$ cat config.mk
export PLATFORM = sky130hd
export DESIGN_NAME = modbus_rtu_slave_framer
export DESIGN_NICKNAME = d
export VERILOG_FILES = /design/src/rtl/mrtu_pkg.sv /design/src/rtl/mrtu_front.sv /design/src/rtl/mrtu_queue.sv /design/src/rtl/mrtu_back.sv /design/src/rtl/modbus_rtu_slave_framer.sv
export SDC_FILE = /design/constraint.sdc
export NUM_CORES = 1
export LEC_CHECK = 0
export BUFFER_PORTS_ARGS = -buffer_cell sky130_fd_sc_hd__buf_2
export CAP_MARGIN = 20
export CORE_MARGIN = 2
export CORE_UTILIZATION = 60
export DETAILED_ROUTE_END_ITERATION = 8
export PLACE_DENSITY = 0.74
export SETUP_SLACK_MARGIN = 0.3
export SLEW_MARGIN = 5
export SYNTH_ARGS = -nofsm -noshare
export SYNTH_HDL_FRONTEND = slang
export SYNTH_SLANG_ARGS = --single-unit
$ cat constraint.sdc
create_clock -name clk -period 15.95 [get_ports clk]
set_clock_uncertainty 0.15 [all_clocks]
set_input_delay 2.3925 -clock clk [delete_from_list [all_inputs] [get_ports clk]]
set_output_delay 2.3925 -clock clk [all_outputs]
set_load 0.02 [all_outputs]
$ cat src/rtl/mrtu_pkg.sv
// shared constants, types and crc function for the modbus rtu slave framer
package mrtu_pkg;

  // frame size limit and the byte counter width it needs
  localparam int MAX_FRAME_BYTES = 256;
  localparam int CNT_W           = $clog2(MAX_FRAME_BYTES + 1);

  // input commands
  localparam logic CMD_BYTE = 1'b0;
  localparam logic CMD_TICK = 1'b1;

  // configuration register indexes
  localparam int           CFG_IDX_W         = 2;
  localparam logic [1:0]   REG_STATION_ADDR  = 2'd0;
  localparam logic [1:0]   REG_TIMEOUT_MS    = 2'd1;

  // reset values of the configuration registers
  localparam logic [7:0]   STATION_ADDR_RST  = 8'd1;
  localparam logic [7:0]   TIMEOUT_MS_RST    = 8'd10;

  // crc-16 parameters
  localparam logic [15:0]  CRC_INIT = 16'hFFFF;
  localparam logic [15:0]  CRC_POLY = 16'hA001;

  // function codes and frame layout
  localparam logic [7:0]   FUNC_READ_FIRST    = 8'h01;
  localparam logic [7:0]   FUNC_READ_DISCRETE = 8'h02;
  localparam logic [7:0]   FUNC_READ_HOLDING  = 8'h03;
  localparam logic [7:0]   FUNC_READ_LAST     = 8'h04;
  localparam logic [7:0]   FUNC_WRITE_COIL    = 8'h05;
  localparam logic [7:0]   FUNC_WRITE_REG     = 8'h06;
  localparam logic [7:0]   FUNC_WRITE_COILS   = 8'h0F;
  localparam logic [7:0]   FUNC_WRITE_REGS    = 8'h10;
  localparam logic [7:0]   EXC_FLAG          = 8'h80;
  localparam logic [7:0]   EXC_ILLEGAL_FUNC  = 8'h01;
  localparam logic [7:0]   EXC_ILLEGAL_ADDR  = 8'h02;
  localparam int           POS_ADDRESS       = 0;
  localparam int           POS_FUNCTION      = 1;
  localparam int           POS_LENGTH        = 6;
  localparam int           CHECK_FROM_COUNT  = 5;
  localparam int           FIXED_FRAME_BYTES = 8;
  localparam int           LEN_MIN_COUNT     = 7;
  localparam int           LEN_OVERHEAD      = 9;

  // response layout: address, function, code, crc low, crc high
  localparam int           RESP_BYTES = 5;
  localparam int           RESP_IDX_W = 3;
  localparam logic [2:0]   RESP_ADDR    = 3'd0;
  localparam logic [2:0]   RESP_FUNC    = 3'd1;
  localparam logic [2:0]   RESP_CODE    = 3'd2;
  localparam logic [2:0]   RESP_CRC_LO  = 3'd3;
  localparam logic [2:0]   RESP_CRC_HI  = 3'd4;

  // queue between parser and responder
  localparam int QUEUE_DEPTH = 2;
  localparam int QPTR_W      = $clog2(QUEUE_DEPTH);
  localparam int QCNT_W      = $clog2(QUEUE_DEPTH + 1);

  // one pending exception response
  typedef struct packed {
    logic [7:0] addr;
    logic [7:0] func;
    logic [7:0] code;
  } resp_t;

  // one byte of reflected crc-16
  function automatic logic [15:0] crc_byte(input logic [15:0] crc_in,
                                           input logic [7:0]  data);
    logic [15:0] c;
    c = crc_in ^ {8'h00, data};
    for (int k = 0; k < 8; k++) begin
      if (c[0]) begin
        c = (c >> 1) ^ CRC_POLY;
      end else begin
        c = c >> 1;
      end
    end
    return c;
  endfunction

endpackage

$ cat src/rtl/mrtu_front.sv
// frame parser: counts bytes, runs the crc, checks address and function
module mrtu_front (
  input  logic                clk,
  input  logic                rst_n,
  input  logic                in_valid,
  output logic                in_stall,
  input  logic                in_command,
  input  logic [7:0]          in_rx_byte,
  input  logic [7:0]          station_addr,
  input  logic [7:0]          timeout_ms,
  input  logic                q_full,
  output logic                q_push,
  output mrtu_pkg::resp_t     q_data
);
  import mrtu_pkg::*;

  logic [CNT_W-1:0] byte_count_r, byte_count_nxt;
  logic [7:0]       func_r, func_nxt;
  logic [7:0]       len_r, len_nxt;
  logic [7:0]       first_r, first_nxt;
  logic [15:0]      crc_r, crc_nxt;
  logic [7:0]       idle_r, idle_nxt;
  logic             accept;

  assign in_stall = q_full;
  assign accept   = in_valid && !q_full;

  // next frame state and response decision
  always_comb begin
    logic [CNT_W-1:0] cnt;
    logic [15:0]      crc_new;
    logic [7:0]       first_v, func_v, len_v;
    logic             complete, clear, send;
    logic [7:0]       code;

    byte_count_nxt = byte_count_r;
    func_nxt       = func_r;
    len_nxt        = len_r;
    first_nxt      = first_r;
    crc_nxt        = crc_r;
    idle_nxt       = idle_r;
    q_push         = 1'b0;
    q_data         = '0;

    cnt      = byte_count_r + CNT_W'(1);
    crc_new  = crc_byte(crc_r, in_rx_byte);
    first_v  = (byte_count_r == CNT_W'(POS_ADDRESS))  ? in_rx_byte : first_r;
    func_v   = (byte_count_r == CNT_W'(POS_FUNCTION)) ? in_rx_byte : func_r;
    len_v    = (byte_count_r == CNT_W'(POS_LENGTH))   ? in_rx_byte : len_r;
    complete = 1'b0;
    clear    = 1'b0;
    send     = 1'b0;
    code     = EXC_ILLEGAL_FUNC;

    if (accept) begin
      if (in_command == CMD_TICK) begin
        // idle timer, saturating
        if (idle_r != 8'hFF) begin
          idle_nxt = idle_r + 8'd1;
        end
        if (idle_nxt > timeout_ms) begin
          clear = 1'b1;
        end
      end else begin
        idle_nxt = 8'd0;
        if (cnt >= CNT_W'(CHECK_FROM_COUNT)) begin
          priority if (first_v != station_addr) begin
            clear = 1'b1;
          end else if (func_v >= FUNC_READ_FIRST && func_v <= FUNC_WRITE_REG) begin
            complete = (cnt == CNT_W'(FIXED_FRAME_BYTES));
          end else if (func_v == FUNC_WRITE_COILS || func_v == FUNC_WRITE_REGS) begin
            complete = (cnt >= CNT_W'(LEN_MIN_COUNT)) &&
                       (16'(cnt) == 16'(len_v) + 16'(LEN_OVERHEAD));
          end else begin
            // unknown function answers at once
            clear = 1'b1;
            send  = 1'b1;
          end
        end
        if (complete) begin
          clear = 1'b1;
          send  = (crc_new == 16'h0000);
          code  = (func_v <= FUNC_READ_LAST) ? EXC_ILLEGAL_ADDR : EXC_ILLEGAL_FUNC;
        end
        if (!clear) begin
          if (cnt >= CNT_W'(MAX_FRAME_BYTES)) begin
            clear = 1'b1;
          end else begin
            byte_count_nxt = cnt;
            first_nxt      = first_v;
            func_nxt       = func_v;
            len_nxt        = len_v;
            crc_nxt        = crc_new;
          end
        end
      end

      if (clear) begin
        byte_count_nxt = '0;
        func_nxt       = 8'h00;
        len_nxt        = 8'h00;
        first_nxt      = 8'h00;
        crc_nxt        = CRC_INIT;
      end
      if (send) begin
        q_push      = 1'b1;
        q_data.addr = station_addr;
        q_data.func = func_v | EXC_FLAG;
        q_data.code = code;
      end
    end
  end

  // frame state registers
  always_ff @(posedge clk) begin
    if (!rst_n) begin
      byte_count_r <= '0;
      func_r       <= 8'h00;
      len_r        <= 8'h00;
      first_r      <= 8'h00;
      crc_r        <= CRC_INIT;
      idle_r       <= 8'h00;
    end else begin
      byte_count_r <= byte_count_nxt;
      func_r       <= func_nxt;
      len_r        <= len_nxt;
      first_r      <= first_nxt;
      crc_r        <= crc_nxt;
      idle_r       <= idle_nxt;
    end
  end

endmodule

$ cat src/rtl/mrtu_queue.sv
// short fifo of pending responses between parser and responder
module mrtu_queue (
  input  logic             clk,
  input  logic             rst_n,
  input  logic             push,
  input  mrtu_pkg::resp_t  push_data,
  output logic             full,
  input  logic             pop,
  output logic             empty,
  output mrtu_pkg::resp_t  pop_data
);
  import mrtu_pkg::*;

  resp_t             mem_r [QUEUE_DEPTH];
  logic [QPTR_W-1:0] wr_ptr_r, wr_ptr_nxt;
  logic [QPTR_W-1:0] rd_ptr_r, rd_ptr_nxt;
  logic [QCNT_W-1:0] count_r, count_nxt;

  assign full     = (count_r == QCNT_W'(QUEUE_DEPTH));
  assign empty    = (count_r == '0);
  assign pop_data = mem_r[rd_ptr_r];

  // pointer and fill count update
  always_comb begin
    wr_ptr_nxt = wr_ptr_r;
    rd_ptr_nxt = rd_ptr_r;
    count_nxt  = count_r;
    if (push) begin
      wr_ptr_nxt = wr_ptr_r + QPTR_W'(1);
    end
    if (pop) begin
      rd_ptr_nxt = rd_ptr_r + QPTR_W'(1);
    end
    if (push && !pop) begin
      count_nxt = count_r + QCNT_W'(1);
    end else if (pop && !push) begin
      count_nxt = count_r - QCNT_W'(1);
    end
  end

  always_ff @(posedge clk) begin
    if (!rst_n) begin
      wr_ptr_r <= '0;
      rd_ptr_r <= '0;
      count_r  <= '0;
    end else begin
      wr_ptr_r <= wr_ptr_nxt;
      rd_ptr_r <= rd_ptr_nxt;
      count_r  <= count_nxt;
    end
  end

  // entry storage
  always_ff @(posedge clk) begin
    if (push) begin
      mem_r[wr_ptr_r] <= push_data;
    end
  end

`ifndef NO_ASSERTIONS
  a_no_overflow: assert property (@(posedge clk) disable iff (!rst_n)
    full |-> !push)
    else $error("response queue written while full");
  a_no_underflow: assert property (@(posedge clk) disable iff (!rst_n)
    empty |-> !pop)
    else $error("response queue read while empty");
  a_count_grows: assert property (@(posedge clk) disable iff (!rst_n)
    (push && !pop) |=> (count_r == $past(count_r) + QCNT_W'(1)))
    else $error("response queue count did not follow a lone push");
  a_count_bound: assert property (@(posedge clk) disable iff (!rst_n)
    count_r <= QCNT_W'(QUEUE_DEPTH))
    else $error("response queue count beyond depth");
`endif

endmodule

$ cat src/rtl/mrtu_back.sv
// responder: sends each queued exception as five bytes with trailing crc
module mrtu_back (
  input  logic             clk,
  input  logic             rst_n,
  input  logic             q_empty,
  input  mrtu_pkg::resp_t  q_data,
  output logic             q_pop,
  output logic             out_valid,
  input  logic             out_stall,
  output logic [7:0]       out_tx_byte,
  output logic             out_last
);
  import mrtu_pkg::*;

  logic                  busy_r, busy_nxt;
  logic [RESP_IDX_W-1:0] idx_r, idx_nxt;
  resp_t                 resp_r, resp_nxt;
  logic [15:0]           crc_r, crc_nxt;
  logic                  xfer;
  logic                  done;

  assign out_valid = busy_r;
  assign out_last  = busy_r && (idx_r == RESP_CRC_HI);
  assign xfer      = busy_r && !out_stall;
  assign done      = xfer && (idx_r == RESP_CRC_HI);
  assign q_pop     = !q_empty && (!busy_r || done);

  // byte select for the current position
  always_comb begin
    unique case (idx_r)
      RESP_ADDR:   out_tx_byte = resp_r.addr;
      RESP_FUNC:   out_tx_byte = resp_r.func;
      RESP_CODE:   out_tx_byte = resp_r.code;
      RESP_CRC_LO: out_tx_byte = crc_r[7:0];
      RESP_CRC_HI: out_tx_byte = crc_r[15:8];
      default:     out_tx_byte = 8'h00;
    endcase
  end

  // sequencing across the response bytes
  always_comb begin
    busy_nxt = busy_r;
    idx_nxt  = idx_r;
    resp_nxt = resp_r;
    crc_nxt  = crc_r;
    if (xfer) begin
      idx_nxt = idx_r + RESP_IDX_W'(1);
      if (idx_r < RESP_CRC_LO) begin
        crc_nxt = crc_byte(crc_r, out_tx_byte);
      end
      if (done) begin
        busy_nxt = 1'b0;
      end
    end
    if (q_pop) begin
      busy_nxt = 1'b1;
      idx_nxt  = RESP_ADDR;
      resp_nxt = q_data;
      crc_nxt  = CRC_INIT;
    end
  end

  always_ff @(posedge clk) begin
    if (!rst_n) begin
      busy_r <= 1'b0;
      idx_r  <= RESP_ADDR;
      crc_r  <= CRC_INIT;
    end else begin
      busy_r <= busy_nxt;
      idx_r  <= idx_nxt;
      crc_r  <= crc_nxt;
    end
  end

  // response payload holds no control state
  always_ff @(posedge clk) begin
    resp_r <= resp_nxt;
  end

endmodule

$ cat src/rtl/modbus_rtu_slave_framer.sv
// top level of the modbus rtu slave receive framer with exception responder
//
// Input channel (in_valid / in_stall): each transfer is either a received
// byte (in_command = 0, in_rx_byte) or a one millisecond tick (in_command = 1).
// Output channel (out_valid / out_stall): exception responses, five bytes each
// (address, function | 0x80, code, crc low, crc high); out_last marks crc high.
// Config channel (cfg_valid / cfg_ready): index 0 sets the station address,
// index 1 the idle timeout in ticks; cfg_ready is always high.
// Throughput: one input transfer per cycle while in_stall is low; the crc
// runs one byte per cycle. A response leaves at one byte per cycle while
// out_stall is low. The first response byte is offered once the response
// to the transfer that finishes the frame is registered in the queue and then
// in the responder. A two-entry response queue sits between parser and
// responder; in_stall rises only while that queue is full. While out_stall
// is high the current byte holds and the parser keeps taking input until
// the queue fills. Reset clears the frame, the idle timer and the queue, and
// loads the station address with 1 and the timeout with 10.
module modbus_rtu_slave_framer (
  input  logic                           clk,
  input  logic                           rst_n,
  input  logic                           in_valid,
  output logic                           in_stall,
  input  logic                           in_command,
  input  logic [7:0]                     in_rx_byte,
  output logic                           out_valid,
  input  logic                           out_stall,
  output logic [7:0]                     out_tx_byte,
  output logic                           out_last,
  input  logic                           cfg_valid,
  output logic                           cfg_ready,
  input  logic [mrtu_pkg::CFG_IDX_W-1:0] cfg_index,
  input  logic [7:0]                     cfg_data
);
  import mrtu_pkg::*;

  logic [7:0] station_addr_r;
  logic [7:0] timeout_ms_r;
  logic       q_full;
  logic       q_empty;
  logic       q_push;
  logic       q_pop;
  resp_t      q_wdata;
  resp_t      q_rdata;

  assign cfg_ready = 1'b1;

  // configuration registers
  always_ff @(posedge clk) begin
    if (!rst_n) begin
      station_addr_r <= STATION_ADDR_RST;
      timeout_ms_r   <= TIMEOUT_MS_RST;
    end else if (cfg_valid && cfg_ready) begin
      if (cfg_index == REG_STATION_ADDR) begin
        station_addr_r <= cfg_data;
      end else if (cfg_index == REG_TIMEOUT_MS) begin
        timeout_ms_r <= cfg_data;
      end
    end
  end

  // frame parser
  mrtu_front u_front (
    .clk           (clk),
    .rst_n         (rst_n),
    .in_valid      (in_valid),
    .in_stall      (in_stall),
    .in_command    (in_command),
    .in_rx_byte    (in_rx_byte),
    .station_addr  (station_addr_r),
    .timeout_ms    (timeout_ms_r),
    .q_full        (q_full),
    .q_push        (q_push),
    .q_data        (q_wdata)
  );

  // pending responses
  mrtu_queue u_queue (
    .clk       (clk),
    .rst_n     (rst_n),
    .push      (q_push),
    .push_data (q_wdata),
    .full      (q_full),
    .pop       (q_pop),
    .empty     (q_empty),
    .pop_data  (q_rdata)
  );

  // response sender
  mrtu_back u_back (
    .clk         (clk),
    .rst_n       (rst_n),
    .q_empty     (q_empty),
    .q_data      (q_rdata),
    .q_pop       (q_pop),
    .out_valid   (out_valid),
    .out_stall   (out_stall),
    .out_tx_byte (out_tx_byte),
    .out_last    (out_last)
  );

endmodule

==> results.ini, run 1 <==
[worst_setup_path]
arrival_ps = 6090
crit_fanout = 20
r2r-start = u_front.byte_count_r[0]
start_kind = primary input
crit_type = primary input to register
cp.required_ps = 16150
crit_path_end_kind = register
crit_start = in_rx_byte[1]

[yosys]
async_reset_ff_frac = 0
ys_dominant_reg_cell = dfxtp_1
syn_inst = 871
avgSynthCellArea_sq_um = 9.49
synth_area_sq_mm = 0.00827
synth-edff-count = 54
seq_area_frac_synth = 0.431
synth_nets = 917
synthDistinctLibCells = 83
yosysTopAreaCell = dfxtp_1
yosysMostFrequentCell = dfxtp_1
yosys_warnings = 0
synthTopCellsByCount = dfxtp_1 (97), nand2_1 (92), nor2_1 (61)
synthTopCellsByArea = dfxtp_1 (23%), edfxtp_1 (20%), xnor2_1 (4.6%)
synth_top_area_frac = 0.235
ys_ff_latch = 151

[global_route]
antenna_found_initial = 0
grt_max_degree = 46
grt_pass1_vias = 6166
grt_pass1_wl_um = 31600
overflow = 0
grt_use_total = 0.277

[floorplan]
fp.dieW_um = 121
core_area_sq_mm = 0.0133
fp-row-count = 42
start_util = 0.620
num_io_pins = 36
die_area_sq_mm = 0.0147
fp.dieH_um = 121

[placed_design]
gp_congestion = 0.917
portBuffers = 34
place_inst = 1041
preCtsSetupSlack_ps = 9660
hpwlAfterDp_um = 14200

[routing]
via_per_inst = 6.21
ant_nets = 0
drt-total-wl_um = 20000
drc = 0
drt_pass1_iterations = 8
drt_iter0_markers = 628
routed-via-count = 6664
wl_per_cell_um = 18.6

[cts]
cts_buffer_depth = 2
cts-resized-gates = 0
cts.sinks = 151
cts_max_level = 4
cts-buffers-inserted = 17
postCtsHoldBufs = 0
cts-root-buf = clkbuf_16
clkTransAtPathRegs_ps = 60
cts_tree = yes
clock_latency_ps = 420
post-cts-setup-buffers = 0

[finish]
area_growth_pct = 9.71
finalNetCount = 930
nFillCells = 1057
drive_gt1_frac = 0.126
num_antenna_cells = 0
instances_no_fill = 1073

[timing]
fin_crit_sh = 0.370
tightest_slew_ps = 869
period_needed_ps = 5900
relSlewSlack = 0.420
finalHoldViolations = 0
setup_ws_ps = 10050
hold_slack_ps = 338
rsz0062_at_grt = false
setup_viol = 0
final_max_slew_viol_count = 0
max_freq_mhz = 170
setup_tns_ps = 0

[min_path]
hold_start = u_front.first_r[4]
min_path_type = register to register

[power_and_ir_drop]
power.density_mw_per_mm2 = 139
power_frac_comb = 0.307
p_leak_uw = 0.00335
clkPwrFrac = 0.308
vdd_drop_max_uv = 87.6
p_int_uw = 839
switching_share = 0.334
p_sw_uw = 420
power.total_uw = 1260
pwr-share-seq = 0.384

[status]
status = completed

[run]
cap_violations = 0

==> state kept, by name (all words and copies together) (netlist names) <==
signal                cells
u_queue.count_r           2
station_addr_r            8
u_queue.wr_ptr_r          1
u_back.out_valid          1
u_front.first_r           8
timeout_ms_r              8
u_front.idle_r            8
u_back.crc_r             16
u_front.byte_count_r      9
u_front.crc_r            16
u_front.len_r             8
u_queue.mem_r            36
u_front.func_r            8
u_back.resp_r            18
u_back.idx_r              3
u_queue.rd_ptr_r          1
==> per-stage QoR <==
step | instance area (sq um) | util
5_1_grt | 9070 | 0.680
4_1_cts | 9070 | 0.680
2_1_floorplan | 8270 | -
6_report | 9070 | 0.680
3_5_place_dp | 8510 | 0.637
3_3_place_gp | 8510 | 0.637
==> area by class of cell <==
class | count | area (sq um) | share of cell area
clock buffer | 20 | 437 | 0.0481
sequential | 151 | 3560 | 0.393
inverter | 37 | 139 | 0.0153
tap | 176 | 220 | 0.0243
clock inverter | 12 | 129 | 0.0142
multi-input combinational | 636 | 4360 | 0.481
timing repair buffer | 41 | 223 | 0.0245
==> path summary, 6_finish.rpt <==
| path | to | slack, ps | cells after the start |
|---|---|---|---|
| worst max-delay path | u_queue.count_r[1] | 10050 | 17 |
| worst min-delay path | u_front.first_r[4] | 340 | 1 |
| worst max register to register | u_queue.count_r[1] | 10650 | 19 |
| worst min register to register | u_front.first_r[4] | 340 | 1 |
==> power groups by stage <==
stage	logic [uW]	clock network (uW)	registers [uW]
floorplan	312	0	473
global placement	366	0	489
detailed placement	375	0	491
CTS	385	392	483
global route	419	411	489
finish	387	388	484
==> cells by family after synthesis <==
family,synth area share
other,0.000453
AOI/OAI and AO/OA,0.168
buffers and inverters,0.0416
muxes,0.0511
and+or+nand+nor,0.199
DFF,0.431
xor gates and xnor gates,0.0758
adders and majority gates,0.0333
==> layout by cell type, fill, tap and decap left out, drive strengths merged, types with 10 or more instances in the layout <==
| cell type | count |
|---|---|
| o22a | 11 |
| o21ai | 30 |
| ha | 22 |
| edfxtp | 54 |
| a22o | 10 |
| nand4 | 12 |
| a21oi | 36 |
| nand3 | 26 |
| buf | 41 |
| xor2 | 26 |
| nor3 | 19 |
| and2 | 12 |
| a21o | 10 |
| nand2 | 92 |
| nor2b | 33 |
| xnor2 | 43 |
| o211ai | 15 |
| mux2 | 26 |
| clkbuf | 20 |
| dfxtp | 97 |
| inv | 39 |
| nor2 | 61 |
| and3 | 11 |
| mux2i | 13 |
==> per-layer routing <==
layer	vias to the layer above	routed length (um)	GRT usage
met4	0	311	0.0769
met3	29	1710	0.0625
met1	3171	8810	0.397
li1	3184	-	-
met2	280	9160	0.424
met5	-	0	0
==> critical path, stage by stage <==
cell       delay, ps
buf_2            200
inv_1            100
o21ai_0          240
ha_1             280
a21o_1           180
nand4_1          120
o21ai_2          110
or3b_4           410
a2111oi_4        400
o2111ai_1        260
a21oi_1          200
o21bai_1          70
buf_4            210
inv_1            110
ha_1             270
or3_1            350
a21boi_0         170
Note: power is estimated with default switching activity, not from simulation.
==> run 2, diff against run 1 <==
--- a/config.mk
+++ b/config.mk
@@ -5,6 +5,7 @@
 export SDC_FILE = /design/constraint.sdc
 export NUM_CORES = 1
 export LEC_CHECK = 0
+export ABC_AREA = 1
 export BUFFER_PORTS_ARGS = -buffer_cell sky130_fd_sc_hd__buf_2
 export CAP_MARGIN = 20
 export CORE_MARGIN = 2
==> constraint.sdc (replaced) <==
create_clock -name clk -period 6 [get_ports clk]
set_clock_uncertainty 0.15 [all_clocks]
set_input_delay 0.9 -clock clk [delete_from_list [all_inputs] [get_ports clk]]
set_output_delay 0.9 -clock clk [all_outputs]
set_load 0.02 [all_outputs]
==> results.ini, run 2 <==
[timing]
setup_viol = 0
relSlewSlack = 0.492
hold_slack_ps = 316
fin_crit_sh = 0.717
final_max_slew_viol_count = 0
setup_tns_ps = 0
tightest_slew_ps = 761
finalHoldViolations = 0
rsz0062_at_grt = false
period_needed_ps = 4300
max_freq_mhz = 233

[floorplan]
die_area_sq_mm = 0.0148
core_area_sq_mm = 0.0137
fp.dieH_um = 122
num_io_pins = 36
start_util = 0.606
fp-row-count = 43
fp.dieW_um = 122

[yosys]
synthTopCellsByCount = nand2_1 (302), inv_1 (116), nand3_1 (112)
syn_inst = 1101
avgSynthCellArea_sq_um = 7.55
yosys_warnings = 0
synth_nets = 1147
synthDistinctLibCells = 43
yosysTopAreaCell = dfxtp_1
synth_area_sq_mm = 0.00831
ys_dominant_reg_cell = dfxtp_1
yosysMostFrequentCell = nand2_1
ys_ff_latch = 151
synth_top_area_frac = 0.234
synthTopCellsByArea = dfxtp_1 (23%), edfxtp_1 (20%), nand2_1 (14%)
seq_area_frac_synth = 0.429
synth-edff-count = 54
async_reset_ff_frac = 0

[worst_setup_path]
r2r_slack_ps = 1700
reg2reg_to = u_queue.count_r[1]
crit_type = register to register
cp.required_ps = 6160
r2r_cells = 26
arrival_ps = 4460
r2r-start = u_front.byte_count_r[0]
crit_fanout = 20
crit_start = u_front.byte_count_r[0]
crit_path_end_kind = register
start_kind = register

[finish]
area_growth_pct = 9.26
largest-register = u_queue.mem_r
most-common-layout-cells = nand2_1 (302), inv_1 (116), nand3_1 (112)
drive_gt1_frac = 0.108
largest_register_ff_count = 36
reg.largest.list = u_queue.mem_r (36), u_back.resp_r (18)
finalNetCount = 1162
nFillCells = 1188
num_antenna_cells = 0
layout_commonest_cell = nand2_1
postLayoutCellArea_sq_mm = 0.00908
post-route-util = 0.662

[cts]
clock_latency_ps = 430
post-cts-setup-buffers = 0
cts_buffer_depth = 2
cts-buffers-inserted = 17
cts.sinks = 151
cts_tree = yes
cts-root-buf = clkbuf_16
cts-resized-gates = 0
clkTransAtPathRegs_ps = 60
cts_max_level = 4
postCtsHoldBufs = 0

[global_route]
grt_use_total = 0.268
grt_max_degree = 46
antenna_found_initial = 0
grt_pass1_wl_um = 30600
grt_pass1_vias = 6355
overflow = 0

[routing]
via_per_inst = 5.45
wl_per_cell_um = 14.5
drt_pass1_iterations = 5
ant_nets = 0
drt-total-wl_um = 19000
routed-via-count = 7136
drt_iter0_markers = 554
drc = 0

[min_path]
holdPathEnd = u_front.idle_r[6]
hold_start = u_front.idle_r[6]
min_delay_path_depth = 2
min_path_type = register to register

[power_and_ir_drop]
vdd_drop_max_uv = 258
power.density_mw_per_mm2 = 364
p_leak_uw = 0.00400

[placed_design]
portBuffers = 34
gp_congestion = 0.923
dpl_cell_area_sq_mm = 0.00850
hpwlAfterDp_um = 13100

[run]
cap_violations = 0

[status]
status = completed

-- run 2: kinds of logic after synthesis --
family | after synthesis | synth area share
and+or+nand+nor | 535 | 0.283
buffers and inverters | 170 | 0.0876
AOI/OAI and AO/OA | 172 | 0.115
other | 1 | 0.000451
xor gates and xnor gates | 50 | 0.0527
adders and majority gates | 22 | 0.0331
DFF | 151 | 0.429
-- run 2: worst max path at each step --
stage | to | slack, ps | cells after the start
after global routing | u_queue.count_r[1] | 1170 | 26
after floorplan | u_queue.mem_r[0][0] | 1850 | 12
final | u_queue.count_r[1] | 1700 | 26
after CTS | u_queue.count_r[1] | 1760 | 26
after detailed placement | u_queue.count_r[1] | 1770 | 18
after global placement | u_queue.count_r[1] | 1830 | 18
-- run 2: worst max-delay path, stage by stage, from the launching register on --
cell,delay [ps]
dfxtp_1,380
inv_1,180
ha_1,210
nand2_2,80
nor2_4,320
nand2_4,170
nand2_1,130
nand2_1,140
ha_1,340
xnor2_1,160
nand3_1,100
nor2_1,110
nand2_1,50
nor2_1,100
nand2_1,50
nor2_1,90
nand2_1,90
nand2_2,100
nand3_1,90
nand3_1,90
buf_4,210
inv_1,90
ha_1,320
a21oi_1,110
o21ai_0,110
o21ai_0,150
a21oi_1,50
-- run 2: cell type report --
| type | count | area (sq um) | share of cell area |
|---|---|---|---|
| well taps | 180 | 225 | 0.0248 |
| flip-flops and latches | 151 | 3560 | 0.392 |
| clock buffers | 23 | 488 | 0.0537 |
| clock inverters | 9 | 91.3 | 0.0101 |
| multi-input cells | 780 | 4020 | 0.443 |
| repair buffers | 41 | 223 | 0.0245 |
| inverters | 125 | 470 | 0.0518 |
-- run 2: through the flow --
step / power, uW / worst slack (ps) / instances
floorplan: 2030 / 1850 / 1101
global placement: 2250 / 1830 / 1277
detailed placement: 2270 / 1770 / 1277
CTS: 3310 / 1760 / 1309
global route: 3510 / 1170 / 1309
finish: 3300 / 1700 / 1309
-- run 2: per-layer routing --
metal,vias to the layer above,part of all wire,track usage
li1,3627,-,-
met1,3290,0.46,0.347
met2,192,0.48,0.449
met3,27,0.045,0.0595
met4,0,0.018,0.0826
met5,-,0,0
-- run 2: power breakdown --
group,internal (uW),switching (uW)
registers,1200,69.4
logic,314,676
clock network,617,425
==> run 3, diff against run 2 <==
==> constraint.sdc (replaced) <==
create_clock -name clk -period 4.4 [get_ports clk]
set_clock_uncertainty 0.15 [all_clocks]
set_input_delay 0.66 -clock clk [delete_from_list [all_inputs] [get_ports clk]]
set_output_delay 0.66 -clock clk [all_outputs]
set_load 0.02 [all_outputs]
==> results.ini, run 3 (same netlist as run 2, synthesis figures left out) <==
[worst_setup_path]
start_kind = register
cp.required_ps = 4550
r2r_cells = 26
crit_fanout = 7
r2r-start = u_front.byte_count_r[0]
crit_type = register to register
r2r_slack_ps = 590
reg2reg_to = u_queue.count_r[1]
crit_path_end_kind = register
arrival_ps = 3970

[timing]
setup_viol = 0
max_freq_mhz = 262
hold_slack_ps = 312
final_max_slew_viol_count = 0
tightest_slew_ps = 686
finalHoldViolations = 0
period_needed_ps = 3810
setup_tns_ps = 0
rsz0062_at_grt = false
relSlewSlack = 0.541
fin_crit_sh = 0.867

[global_route]
antenna_found_initial = 0
grt_pass1_wl_um = 31500
grt_use_total = 0.271
grt_max_degree = 46
overflow = 0
grt_pass1_vias = 6467

[placed_design]
hpwlAfterDp_um = 13300
gp_congestion = 0.901
portBuffers = 34

[finish]
largest-register = u_queue.mem_r
drive_gt1_frac = 0.129
num_antenna_cells = 0
area_growth_pct = 11.3
finalNetCount = 1181
most-common-layout-cells = nand2_1 (300), inv_1 (114), nand3_1 (111)
reg.largest.list = u_queue.mem_r (36), u_back.resp_r (18)
layout_commonest_cell = nand2_1
largest_register_ff_count = 36

[cts]
clkTransAtPathRegs_ps = 60
cts_tree = yes
cts-buffers-inserted = 17
clock_latency_ps = 430
cts_max_level = 4
cts-root-buf = clkbuf_16
cts_buffer_depth = 2
cts.sinks = 151

[floorplan]
fp.dieW_um = 122
die_area_sq_mm = 0.0148
start_util = 0.606
fp.dieH_um = 122
num_io_pins = 36
fp-row-count = 43
core_area_sq_mm = 0.0137

[power_and_ir_drop]
vdd_drop_max_uv = 313
p_leak_uw = 0.00409
power.density_mw_per_mm2 = 485

[routing]
wl_per_cell_um = 14.5
routed-via-count = 7204
ant_nets = 0
drt-total-wl_um = 19200
via_per_inst = 5.42
drc = 0
drt_iter0_markers = 533
drt_pass1_iterations = 5

[min_path]
hold_start = timeout_ms_r[7]
min_delay_path_depth = 2
holdPathEnd = timeout_ms_r[7]
min_path_type = register to register

[status]
status = completed

[run]
cap_violations = 0

==> run 3: cell count changes in the layout (fill, tap and decap cells not counted), sizes merged <==
cell      delta
buf         +18
inv          +1
nor2         +1
clkinvlp     -1
==> run 3: worst max-delay path, cell delays in order (launching register included) <==
cell	delay [ps]
dfxtp_2	360
inv_2	110
ha_1	190
nand2_2	70
nor2_4	170
buf_12	130
nand3_1	140
nand2_2	170
ha_1	200
nand3_2	110
nand2_2	110
nand3_1	120
nand2_1	90
nand3_1	70
nor2_1	90
nand2_1	50
nor2_1	80
nand2_1	90
nand2_2	90
nand3_1	110
nand3_2	140
inv_2	60
ha_1	310
a21oi_1	130
o21ai_0	130
o21ai_1	140
a21oi_1	50
==> run 3: power breakdown <==
part	internal [uW]	switching, uW
clock	808	580
combinational	446	918
sequential	1640	97.4
==> run 3: cell type report <==
class,instances,area (sq um)
fillers,1173,4470
multi-input cells,781,4050
flip-flops and latches,151,3560
inverters,125,474
clock buffers,23,464
repair buffers,59,383
well taps,180,225
clock inverters,9,91.3
==> run 3: worst max path at each step <==
stage	startpoint	slack [ps]	depth (start not counted)	endpoint
after global placement	u_front.byte_count_r[0]	480	25	u_queue.count_r[1]
after global routing	u_front.byte_count_r[0]	260	26	u_queue.count_r[1]
after detailed placement	u_front.byte_count_r[0]	350	25	u_queue.count_r[1]
after CTS	u_front.byte_count_r[0]	310	25	u_queue.count_r[1]
final	u_front.byte_count_r[0]	590	26	u_queue.count_r[1]
after floorplan	in_rx_byte[0]	490	12	u_queue.mem_r[0][0]
==> run 3: per-stage QoR <==
step	setup slack [ps]	area, sq um	util	total power [uW]	std cells
final	586	9250	0.674	4490	1328
after global placement	484	8560	0.624	3080	1283
after detailed placement	351	8570	0.625	3110	1284
after global routing	259	9250	0.674	4780	1328
after floorplan	488	8310	-	2770	1101
after CTS	309	9120	0.665	4500	1316
==> run 3: timing repair <==
action | 4_1_cts | 5_1_grt
setup endpoints to repair | 0 | 56
setup buffers | 0 | 11
hold buffers | 0 | 0
gates resized for setup | 0 | 9
==> run 3: layer usage <==
layer / wire length, um / global-route usage / part of all wire
met5: 0 / 0 / 0
met2: 9150 / 0.445 / 0.48
met1: 8710 / 0.358 / 0.45
met3: 850 / 0.0590 / 0.044
met4: 486 / 0.0927 / 0.025
